===== config.mk =====
export PLATFORM = sky130hd
export DESIGN_NAME = hmmvd_acs
export DESIGN_NICKNAME = d
export VERILOG_FILES = /design/src/hw/rtl/hmm_viterbi_decoder_defines.svh /design/src/hw/rtl/hmmvd_pkg.sv /design/src/hw/rtl/hmmvd_acs.sv
export SDC_FILE = /design/constraint.sdc
export NUM_CORES = 1
export LEC_CHECK = 0
export BUFFER_PORTS_ARGS = -buffer_cell sky130_fd_sc_hd__buf_2
export CAP_MARGIN = 20
export CORE_ASPECT_RATIO = 1.1
export CORE_MARGIN = 5
export CORE_UTILIZATION = 47
export DETAILED_ROUTE_END_ITERATION = 8
export GPL_ROUTABILITY_DRIVEN = 0
export PLACE_DENSITY = 0.81
export REMOVE_ABC_BUFFERS = 1
export SETUP_SLACK_MARGIN = 0.4
export SLEW_MARGIN = 20
export SYNTH_ARGS = -nofsm -noshare
export SYNTH_HDL_FRONTEND = slang
export SYNTH_SLANG_ARGS = --single-unit

===== constraint.sdc =====
create_clock -name clk -period 2.8 [get_ports clk]
set_input_delay 0 -clock clk [delete_from_list [all_inputs] [get_ports clk]]
set_output_delay 0 -clock clk [all_outputs]
set_load 0.005 [all_outputs]

===== src/hw/rtl/hmm_viterbi_decoder_defines.svh =====
// Assertion macros used by the HMM Viterbi decoder top level.
`ifndef HMM_VITERBI_DECODER_DEFINES_SVH
`define HMM_VITERBI_DECODER_DEFINES_SVH

// Same-cycle implication, sampled on clk and held off during reset.
`define HMMVD_ASSERT_SAME(lbl, ante, cons) \
	lbl: assert property (@(posedge clk) disable iff (!arst_n) (ante) |-> (cons)) \
		else $error("hmmvd same-cycle check failed");

// Next-cycle implication, sampled on clk and held off during reset.
`define HMMVD_ASSERT_NEXT(lbl, ante, cons) \
	lbl: assert property (@(posedge clk) disable iff (!arst_n) (ante) |=> (cons)) \
		else $error("hmmvd next-cycle check failed");

`endif


===== src/hw/rtl/hmmvd_pkg.sv =====
// Shared types and constants of the HMM Viterbi decoder.
package hmmvd_pkg;

	localparam int OPC_W = 2;
	localparam int ST_W = 2;
	localparam int VAL_W = 16;
	localparam int IDX_W = 10;
	localparam int NS_W = 3;
	// Sum of a score, a transition and a sample; and a difference of two sums.
	localparam int SUM_W = 18;
	localparam int DIFF_W = 19;

	localparam logic [NS_W-1:0] NUM_STATES_RST = 3'd4;
	localparam logic signed [DIFF_W-1:0] SAT_MIN = -19'sd32768;

	typedef enum logic [OPC_W-1:0] {
		OP_LOAD_TRANS = 2'd0,
		OP_LOAD_INIT  = 2'd1,
		OP_SAMPLE     = 2'd2,
		OP_READ       = 2'd3
	} opcode_t;

	typedef enum logic [3:0] {
		ST_IDLE,
		ST_READ_OUT,
		ST_COL_RD,
		ST_COL_ACC,
		ST_COL_RAW,
		ST_COL_WR,
		ST_BT_RD,
		ST_BT_ACC,
		ST_BT_STORE
	} state_t;

	typedef struct packed {
		logic en;
		logic first;
	} acs_ctrl_t;

endpackage


===== src/hw/rtl/hmmvd_acs.sv =====
// Shared add-compare-select unit: keeps the running maximum and its index.
module hmmvd_acs #(
	parameter int W = 18,
	parameter int IW = 2
) (
	input logic clk,
	input hmmvd_pkg::acs_ctrl_t ctrl,
	input logic signed [W-1:0] cand,
	input logic [IW-1:0] idx,
	output logic signed [W-1:0] best,
	output logic [IW-1:0] arg
);
	logic signed [W-1:0] best_q;
	logic [IW-1:0] arg_q;

	// A strict compare keeps the lowest index on ties.
	always_ff @(posedge clk) begin
		if (ctrl.en && (ctrl.first || cand > best_q)) begin
			best_q <= cand;
			arg_q <= idx;
		end
	end

	assign best = best_q;
	assign arg = arg_q;
endmodule


Word level (Yosys, flattened, before mapping)

Index checks and enable logic that the tools add are counted.

Flip-flop bits (word level): 20
Latch bits: 0
RAM bits: 0
ROM bits: 0
Input port bits: 23
Output and inout bits: 20
Logic and storage cells: 5
Memories: 0

$add $sub $neg: 0
Multipliers: 0
Divide/modulo/power cells: 0
Order comparisons: 1
Eq/ne operators: 0
Shift-type cells: 0
Muxes and demuxes: 0
Bitwise gates (word level): 0
Reduce and logical (&&, ||, !) cells: 2

Operator list:

| operator            | count |
|---|---|
| > comparator 18 bit | 1 |
| logical AND 1 bit   | 1 |
| logical OR 1 bit    | 1 |

Depth between registers and ports, before layout

Gate-level depths: netlist (run 1).

Depth after elaboration: 3
Gate-level depth with buffers: 8
Mapped depth without buffers: 8

Worst setup path before layout (run 1)

No wires, ideal clock.

Path kind: register to register
Start point: register best_q[9], in the netlist best[9]
End point: register arg_q[0], in the netlist arg[0] (enable)
Setup time: 399 ps
Arrival time: 2203 ps
Required time: 2401 ps
Slack: 198 ps
Stages on the path, launching flop included: 9
Path buffers: 0
Period minus slack after synthesis: 2602 ps
Cells stage by stage: edfxtp_1 > inv_1 > ha_1 > nand4_1 > nor3_2 > nand2_1 > o21ai_2 > mux2i_1 > o21ai_1

Longest elaborated chain between the ends: 3

Ends and longest elaborated chain:

| element                  | RTL line        | RTL |
|---|---|---|
| start: declaration       | hmmvd_acs.sv:13 | `logic signed [W-1:0] best_q;` |
| start signal: assignment | hmmvd_acs.sv:19 | `best_q <= cand;` |
| > comparator 18 bit      | hmmvd_acs.sv:18 | `if (ctrl.en && (ctrl.first \|\| cand > best_q)) begin` |
| logical OR 1 bit         | hmmvd_acs.sv:18 |  |
| logical AND 1 bit        | hmmvd_acs.sv:18 |  |
| end signal: assignment   | hmmvd_acs.sv:20 | `arg_q <= idx;` |
| end: declaration         | hmmvd_acs.sv:14 | `logic [IW-1:0] arg_q;` |

No other way between the ends.
A chain may end at the register's enable or synchronous reset.

Worst setup path in the final report (run 1)

Start point: register best_q[7], in the netlist best[7]
End point: register best_q[12], in the netlist best[12] (enable)

Longest elaborated chain between the ends: 3

Ends and longest elaborated chain:

| element             | RTL line |
|---|---|
| > comparator 18 bit | hmmvd_acs.sv:18 |
| logical OR 1 bit    | hmmvd_acs.sv:18 |
| logical AND 1 bit   | hmmvd_acs.sv:18 |

No other way between the ends.

==> results of run 1 <==
==> synthesized netlist by cell type <==
cell        n  area (um^2)
edfxtp_1   20        600.6
inv_1      20        75.07
ha_1       18        225.2
a21oi_1     6        30.03
nand2_1     5        18.77
nand4_1     4        25.02
a21o_1      2        15.01
nor3_1      2        10.01
nor3b_1     2        15.01
o21ai_0     2        10.01
mux2i_1     1        10.01
nand3_1     1        5.000
nand4bb_1   1        11.26
nor2_1      1        3.750
nor2_2      1        6.260
nor2b_1     1        6.260
nor3_2      1        10.01
o2111ai_1   1        8.760
o21a_1      1        7.510
o21ai_1     1        5.000
o21ai_2     1        8.760
==> worst max path at each step <==
stage / startpoint / end / slack [ns] / depth (start not counted)
finish: best[7]$_DFFE_PP_ / best[12]$_DFFE_PP_ / 0.77 / 9
global route: best[13]$_DFFE_PP_ / best[10]$_DFFE_PP_ / 0.60 / 9
CTS: best[7]$_DFFE_PP_ / best[14]$_DFFE_PP_ / 0.75 / 9
detailed placement: best[7]$_DFFE_PP_ / best[16]$_DFFE_PP_ / 0.78 / 9
global placement: best[7]$_DFFE_PP_ / best[14]$_DFFE_PP_ / 0.81 / 9
floorplan: best[9]$_DFFE_PP_ / arg[0]$_DFFE_PP_ / 0.20 / 8
==> layer usage <==
| layer | part of all wire | GRT usage | up-vias |
|---|---|---|---|
| li1 | - | - | 468 |
| met1 | 0.39 | 0.1716 | 404 |
| met2 | 0.55 | 0.2938 | 37 |
| met3 | 0.058 | 0.02340 | 2 |
| met4 | 0.0092 | 0.06102 | 0 |
| met5 | 0 | 0 | - |
==> registers in the layout (all words and copies together) (netlist names) <==
name  count
best     18
arg       2
==> power groups by stage <==
stage / registers (mW) / logic, mW / clock network, mW
2_1_floorplan: 0.401 / 0.0973 / 0
3_3_place_gp: 0.394 / 0.180 / 0
3_5_place_dp: 0.396 / 0.187 / 0
4_1_cts: 0.389 / 0.210 / 0.135
5_1_grt: 0.394 / 0.237 / 0.143
6_report: 0.390 / 0.210 / 0.127
==> cell families after synthesis <==
| family | share of synthesized area |
|---|---|
| AO/OA/AOI/OAI | 0.07683 |
| adder cells (fa/ha/maj) | 0.2034 |
| buffers and inverters | 0.06779 |
| flip-flops | 0.5424 |
| multiplexers | 0.009040 |
| AND/OR/NAND/NOR | 0.1006 |
==> worst max-delay path, stage by stage, from the launching register on <==
cell and delay (ns):
edfxtp_1 0.36, inv_1 0.05, ha_1 0.29, nand4_1 0.14, nor3_2 0.23, nand2_1 0.08
o21ai_2 0.12, mux2i_1 0.10, o21ai_2 0.14, buf_4 0.22
==> layout make-up <==
class	instances	share of cell area
repair buffers	64	0.2665
clock buffers	3	0.01411
well taps	30	0.02351
multi-input cells	52	0.2727
flip-flops and latches	20	0.3762
inverters	20	0.04702
==> through the flow <==
| stage | power [mW] | area [um^2] | instances | setup WS (ns) | util |
|---|---|---|---|---|---|
| finish | 0.7269 | 1597 | 189 | 0.7710 | 0.7089 |
| global route | 0.7748 | 1597 | 189 | 0.5992 | 0.7089 |
| CTS | 0.7342 | 1597 | 189 | 0.7508 | 0.7089 |
| detailed placement | 0.5836 | 1374 | 166 | 0.7758 | 0.6100 |
| global placement | 0.5743 | 1374 | 166 | 0.8122 | 0.6100 |
| floorplan | 0.4979 | 1107 | 92 | 0.1978 | - |
==> metrics.md, run 1 <==
| Metric | Value |
|---|---|
| Initial antenna violation count | 0 |
| Hold/Removal Path Class | input port to flop |
| NetSw | roughly 200 uW |
| Register area share after synthesis | 0.5424 |
| Reg-to-Reg End | best[12]$_DFFE_PP_ |
| Reg clk slew, reported paths | approximately 0.1 ns |
| PwrDens | 455.3 nW/um^2 |
| Routed WL | 2.491 mm |
| # Post-CTS Setup Buffers | 0 |
| FF-to-FF Start | best[7]$_DFFE_PP_ |
| Cell internal pwr | ~530 uW |
| Syn Area/Cell | ~12 um^2 |
| Post-DRT Antenna Nets | 0 |
| Drt drc | 0 |
| Share of post-route cells with drive strength above 1 | 0.3208 |
| Worst EP required | between 2 and 3 ns |
| Num rows | 18 |
| Gate power share | 0.289 |
| Cell depth of the worst hold path | 4 |
| Tot GR Track Use | 0.1528 |
| Initial Util | 0.4917 |
| Reg2reg path depth | 9 |
| Min-Delay Startpoint | ctrl[0] |
| Slew Limit Fails | 0 |
| CP endpoint kind | flop |
| Flop pwr share | 0.536 |
| Worst setup SP type | flop |
| Average wire per standard cell | around 13 um |
| CTS tree | done |
| Die area | 3428 um^2 |
| CTS resizes | 0 |
| RSZ-0062 raised after global routing | false |
| Clk_skew | between 0.0015 and 0.002 ns |
| Storage cell area | 600.6 um^2 |
| Tmin final | between 2 and 2.5 ns |
| Vias in the first global route | 928 |
| Critical path fanouts, max | 12 |
| CTS Buf Count | 3 |
| Max_slew headroom | 0.8213 |
| I/O pins | 43 |
| Slew at the pin with the worst max-slew slack | between 0.2 and 0.3 ns |
| Synth Warn # | 0 |
| Die X | between 50 and 60 um |
| Setup TNS Final | 0 ns |
| Leak pwr | roughly 0.77 nW |
| Maxcap violations | 0 |
| Number of synthesized register bits | 20 |
| Core area | between 2000 and 2500 um^2 |
| Max frequency | between 400 and 500 MHz |
| Cell area after synthesis | 1107 um^2 |
| Final Hold Viols | 0 |
| CTS Hold Bufs | 20 |
| Final Setup Violations | 0 |
| Clock buffer depth | 2 |
| Commonest non-fill, non-tap cell in the layout | buf_2 |
| Vias post-DR | approximately 910 |
| Largest net degree at the start of global routing | 13 |
| Critical path class | flop to flop |
| Worst-Skew Late Latency | 0.28 ns |
| Antenna Cells | 0 |
| Outcome | finished, final reports clean |
| Max IR drop VDD | 0.3680 mV |
| Htree depth | 1 |
| Worst Hold Path EP | best[5]$_DFFE_PP_ |
| Most frequent cells in the layout | 42 x buf_2, 20 x inv_1, 20 x edfxtp_1, 20 x dlygate4sd3_1, 18 x ha_1 |
| Reg2reg setup slack | 0.77 ns |
| Nets | slightly above 200 |
| Root Driver | clkbuf_4 |
| Final period util | 0.7246 |
| Vias per cell | 4.820 |
| Initial DRT Pass Iterations | 4 |
| Hpwl dp | 1.854 mm |
| Area growth syn-to-layout | 44.18% |
| Clk pwr share | 0.175 |
| Switching Share | 0.2727 |
| Fin Hold WS | ~0.22 ns |
| Fill cells | roughly 180 |
| First-pass GRT wire length | a little over 4 mm |
| Synth unique cells | 21 |
| Clk sink count | 20 |
| Aggregate global routing overflow | 0 |
| Synth Instances | 92 |
| Crit path DAT | a little over 2 ns |
| Chip height | 60.91 um |
| Port Buffers | 42 |
| Starting DRT DRC Count | 19 |
| Multi-input gate area | between 400 and 500 um^2 |
(Power assumes the default switching activity.)
==> run 2, diff against run 1 <==
- ABC_AREA: default -> 1
- CORE_UTILIZATION: 47 -> 48
- PLACE_DENSITY: 0.81 -> 0.82
- clock period: 2.8 -> 1.95 ns (I/O delays scaled with it)
==> run 2 against run 1 <==
Effect of this change: the run now ends with negative setup slack left; sequential share of layout area fell by 2.6 points; die area rose by 1.9%; combinational power rose by 28%; clock power rose by 58%; clock-buffer cell count did not move; first-iteration DRC count fell by 11%; largest cell class unchanged; largest power group unchanged; highest routed layer unchanged.
==> metrics.md, run 2 <==
| Metric | Value |
|---|---|
| Outcome | finished, violations left |
| Failing checks | negative setup slack |
| Worst EP required | approximately 2 ns |
| Most frequent cells in the layout | 42 x buf_2, 29 x inv_1, 27 x nand2_1, 20 x edfxtp_1, 20 x dlygate4sd3_1 |
| Post-DRT Antenna Nets | 0 |
| Vias post-DR | between 900 and 1000 |
| Chip height | about 60 um |
| Die area | 3494 um^2 |
| CTS Buf Count | 3 |
| I/O pins | 43 |
| Fill cells | about 170 |
| Initial DRT Pass Iterations | 3 |
| Starting DRT DRC Count | 17 |
| Slew at the pin with the worst max-slew slack | between 0.15 and 0.2 ns |
| Max_slew headroom | 0.8980 |
| Crit path DAT | 2.13 ns |
| Final Hold Viols | 0 |
| Initial antenna violation count | 0 |
| Max IR drop VDD | 0.4035 mV |
| Max frequency | ~470 MHz |
| Main synth FF type | edfxtp_1 |
| Total power | around 1000 uW |
| Multi-input gate area | 476.7 um^2 |
| Average wire per standard cell | 11.63 um |
| Maxcap violations | 0 |
| Post-route setup slack | -0.1574 ns |
| Worst setup SP type | flop |
| Storage cell area | roughly 600 um^2 |
| Leading area contributor after synthesis | edfxtp_1 |
| Number of synthesized register bits | 20 |
| CP endpoint kind | flop |
| Critical path fanouts, max | 5 |
| Reg clk slew, reported paths | about 0.12 ns |
| Vias in the first global route | between 900 and 1000 |
| Num rows | 18 |
| CTS tree | done |
| Root Driver | clkbuf_4 |
| Core area | roughly 2300 um^2 |
| Register area share after synthesis | 0.5189 |
| Largest net degree at the start of global routing | 12 |
| Synth unique cells | 12 |
| Routed WL | between 2 and 3 mm |
| Slew Limit Fails | 0 |
| Clk pwr share | 0.201 |
| Share of post-route cells with drive strength above 1 | 0.3333 |
| Asr flop ratio synth | 0 |
| Area contributors post-synth | edfxtp_1 52%, ha_1 19%, inv_1 9.7%, nand2_1 9.1%, nor2_1 2.3% |
| Count leader, synth | inv_1 |
| Drt drc | 0 |
| RSZ-0062 raised after global routing | true |
| Final Setup Violations | 20 |
| EDFF count, synth | 20 |
| Area growth syn-to-layout | 48.32% |
| Tot GR Track Use | 0.1498 |
| First-pass GRT wire length | 4.071 mm |
| Die X | approximately 57 um |
| Clk sink count | 20 |
| Htree depth | 1 |
| Syn Area/Cell | between 9 and 10 um^2 |
| Synth top cells by count | 30 x inv_1, 28 x nand2_1, 20 x edfxtp_1, 18 x ha_1, 7 x nor2_1 |
| Clock buffer depth | 2 |
| PwrDens | 581.3 nW/um^2 |
| Nets | roughly 230 |
| Flop pwr share | 0.529 |
| Tmin final | ~2.1 ns |
| Port Buffers | 42 |
| Place WS | -0.06611 ns |
| Aggregate global routing overflow | 0 |
| Initial Util | 0.5088 |
| Top-area cell type share of the netlist area | 0.5189 |
| Hpwl dp | about 1.8 mm |
| Cell internal pwr | between 700 and 800 uW |
| Vias per cell | roughly 4.5 |
| Clk_skew | between 0.006 and 0.007 ns |
| Critical path class | flop to flop |
| Hold/Removal Path Class | input port to flop |
| NetSw | around 270 uW |
| Gate power share | 0.270 |
| Cell area after synthesis | around 1200 um^2 |
| Synth Instances | 117 |
| Leak pwr | about 0.9 nW |
| Commonest non-fill, non-tap cell in the layout | buf_2 |
| Antenna Cells | 0 |
| Switching Share | 0.2733 |
| Final period util | 1.081 |
| Worst-Skew Late Latency | 0.29 ns |
| Largest register FFs | 18 |
| Fin util | 0.7547 |
| Synth Warn # | 0 |
==> run 2: cell types whose count changed in the layout (fill, tap and decap cells not counted), sizes merged, moves of 2 or more <==
| cell | before | now |
|---|---|---|
| nand3 | 1 | 4 |
| inv | 20 | 30 |
| nand4 | 4 | 0 |
| nor3 | 3 | 0 |
| nor3b | 2 | 0 |
| buf | 44 | 48 |
| nand2 | 5 | 29 |
| o21ai | 4 | 0 |
| nor2 | 2 | 9 |
==> run 2: path summary, 6_finish.rpt <==
check,from,endpoint,slack [ns],depth (start not counted)
min,ctrl[1],best[4]$_DFFE_PP_,0.24,4
max reg2reg,best[17]$_DFFE_PP_,best[14]$_DFFE_PP_,-0.16,12
max,best[17]$_DFFE_PP_,best[14]$_DFFE_PP_,-0.16,12
min reg2reg,best[0]$_DFFE_PP_,best[4]$_DFFE_PP_,1.11,5
==> run 2: cells by family (layout without fill, tap and decap cells) <==
kind of cell | after synthesis | count (layout) | share of synthesized area
simple gates | 42 | 42 | 0.1514
compound gates | 7 | 7 | 0.03784
buf+inv | 30 | 102 | 0.09730
fa+ha+maj | 18 | 18 | 0.1946
flops | 20 | 20 | 0.5189
==> run 2: repair_timing <==
| item | 4_1_cts | 5_1_grt |
|---|---|---|
| endpoints found under the hold margin | 20 | 0 |
| cloned | 1 | 0 |
| hold buffers | 20 | 0 |
| setup endpoints to repair | 20 | 20 |
| pin swaps | 0 | 3 |
| resized for setup | 6 | 5 |
| setup buffers | 2 | 0 |
==> run 2: worst max-delay path: stages, from the launching register on <==
cell	delay [ns]
edfxtp_1	0.43
inv_2	0.09
ha_4	0.20
a21o_1	0.17
nor2_1	0.10
nand2_1	0.08
nor2_2	0.11
nand2_1	0.06
nand2_1	0.09
nand3_2	0.08
a21oi_2	0.19
buf_4	0.14
buf_6	0.11
==> run 2: area by class of cell <==
cell class,instances,share of cell area
tap,30,0.02187
clock buffer,3,0.01312
multi-input combinational,67,0.2777
inverter,30,0.06560
clock inverter,1,0.002187
timing repair buffer,68,0.2697
sequential,20,0.3499
==> run 2: per-layer routing <==
metal	global-route usage	vias to the layer above	wire, um
li1	-	515	-
met1	0.1564	450	1006
met2	0.2987	22	1353
met3	0.02725	4	136
met4	0.06291	0	48
met5	0	-	0
==> run 2: through the flow <==
step	instance area, um^2	setup TNS [ns]	hold slack, ns	instances
global route	1717	-4.960	0.2315	219
finish	1717	-2.752	0.2395	219
floorplan	1157	-7.394	0.09887	117
detailed placement	1428	-1.079	0.1789	192
CTS	1699	-1.552	0.2327	219
global placement	1428	-0.09242	0.1830	192
==> run 2: power by group through the flow <==
stage               logic [mW]  clock network (mW)  registers (mW)
floorplan                0.110                   0           0.543
global placement         0.201                   0           0.536
detailed placement       0.208                   0           0.538
CTS                      0.257               0.208           0.528
global route             0.304               0.228           0.532
finish                   0.269               0.201           0.528
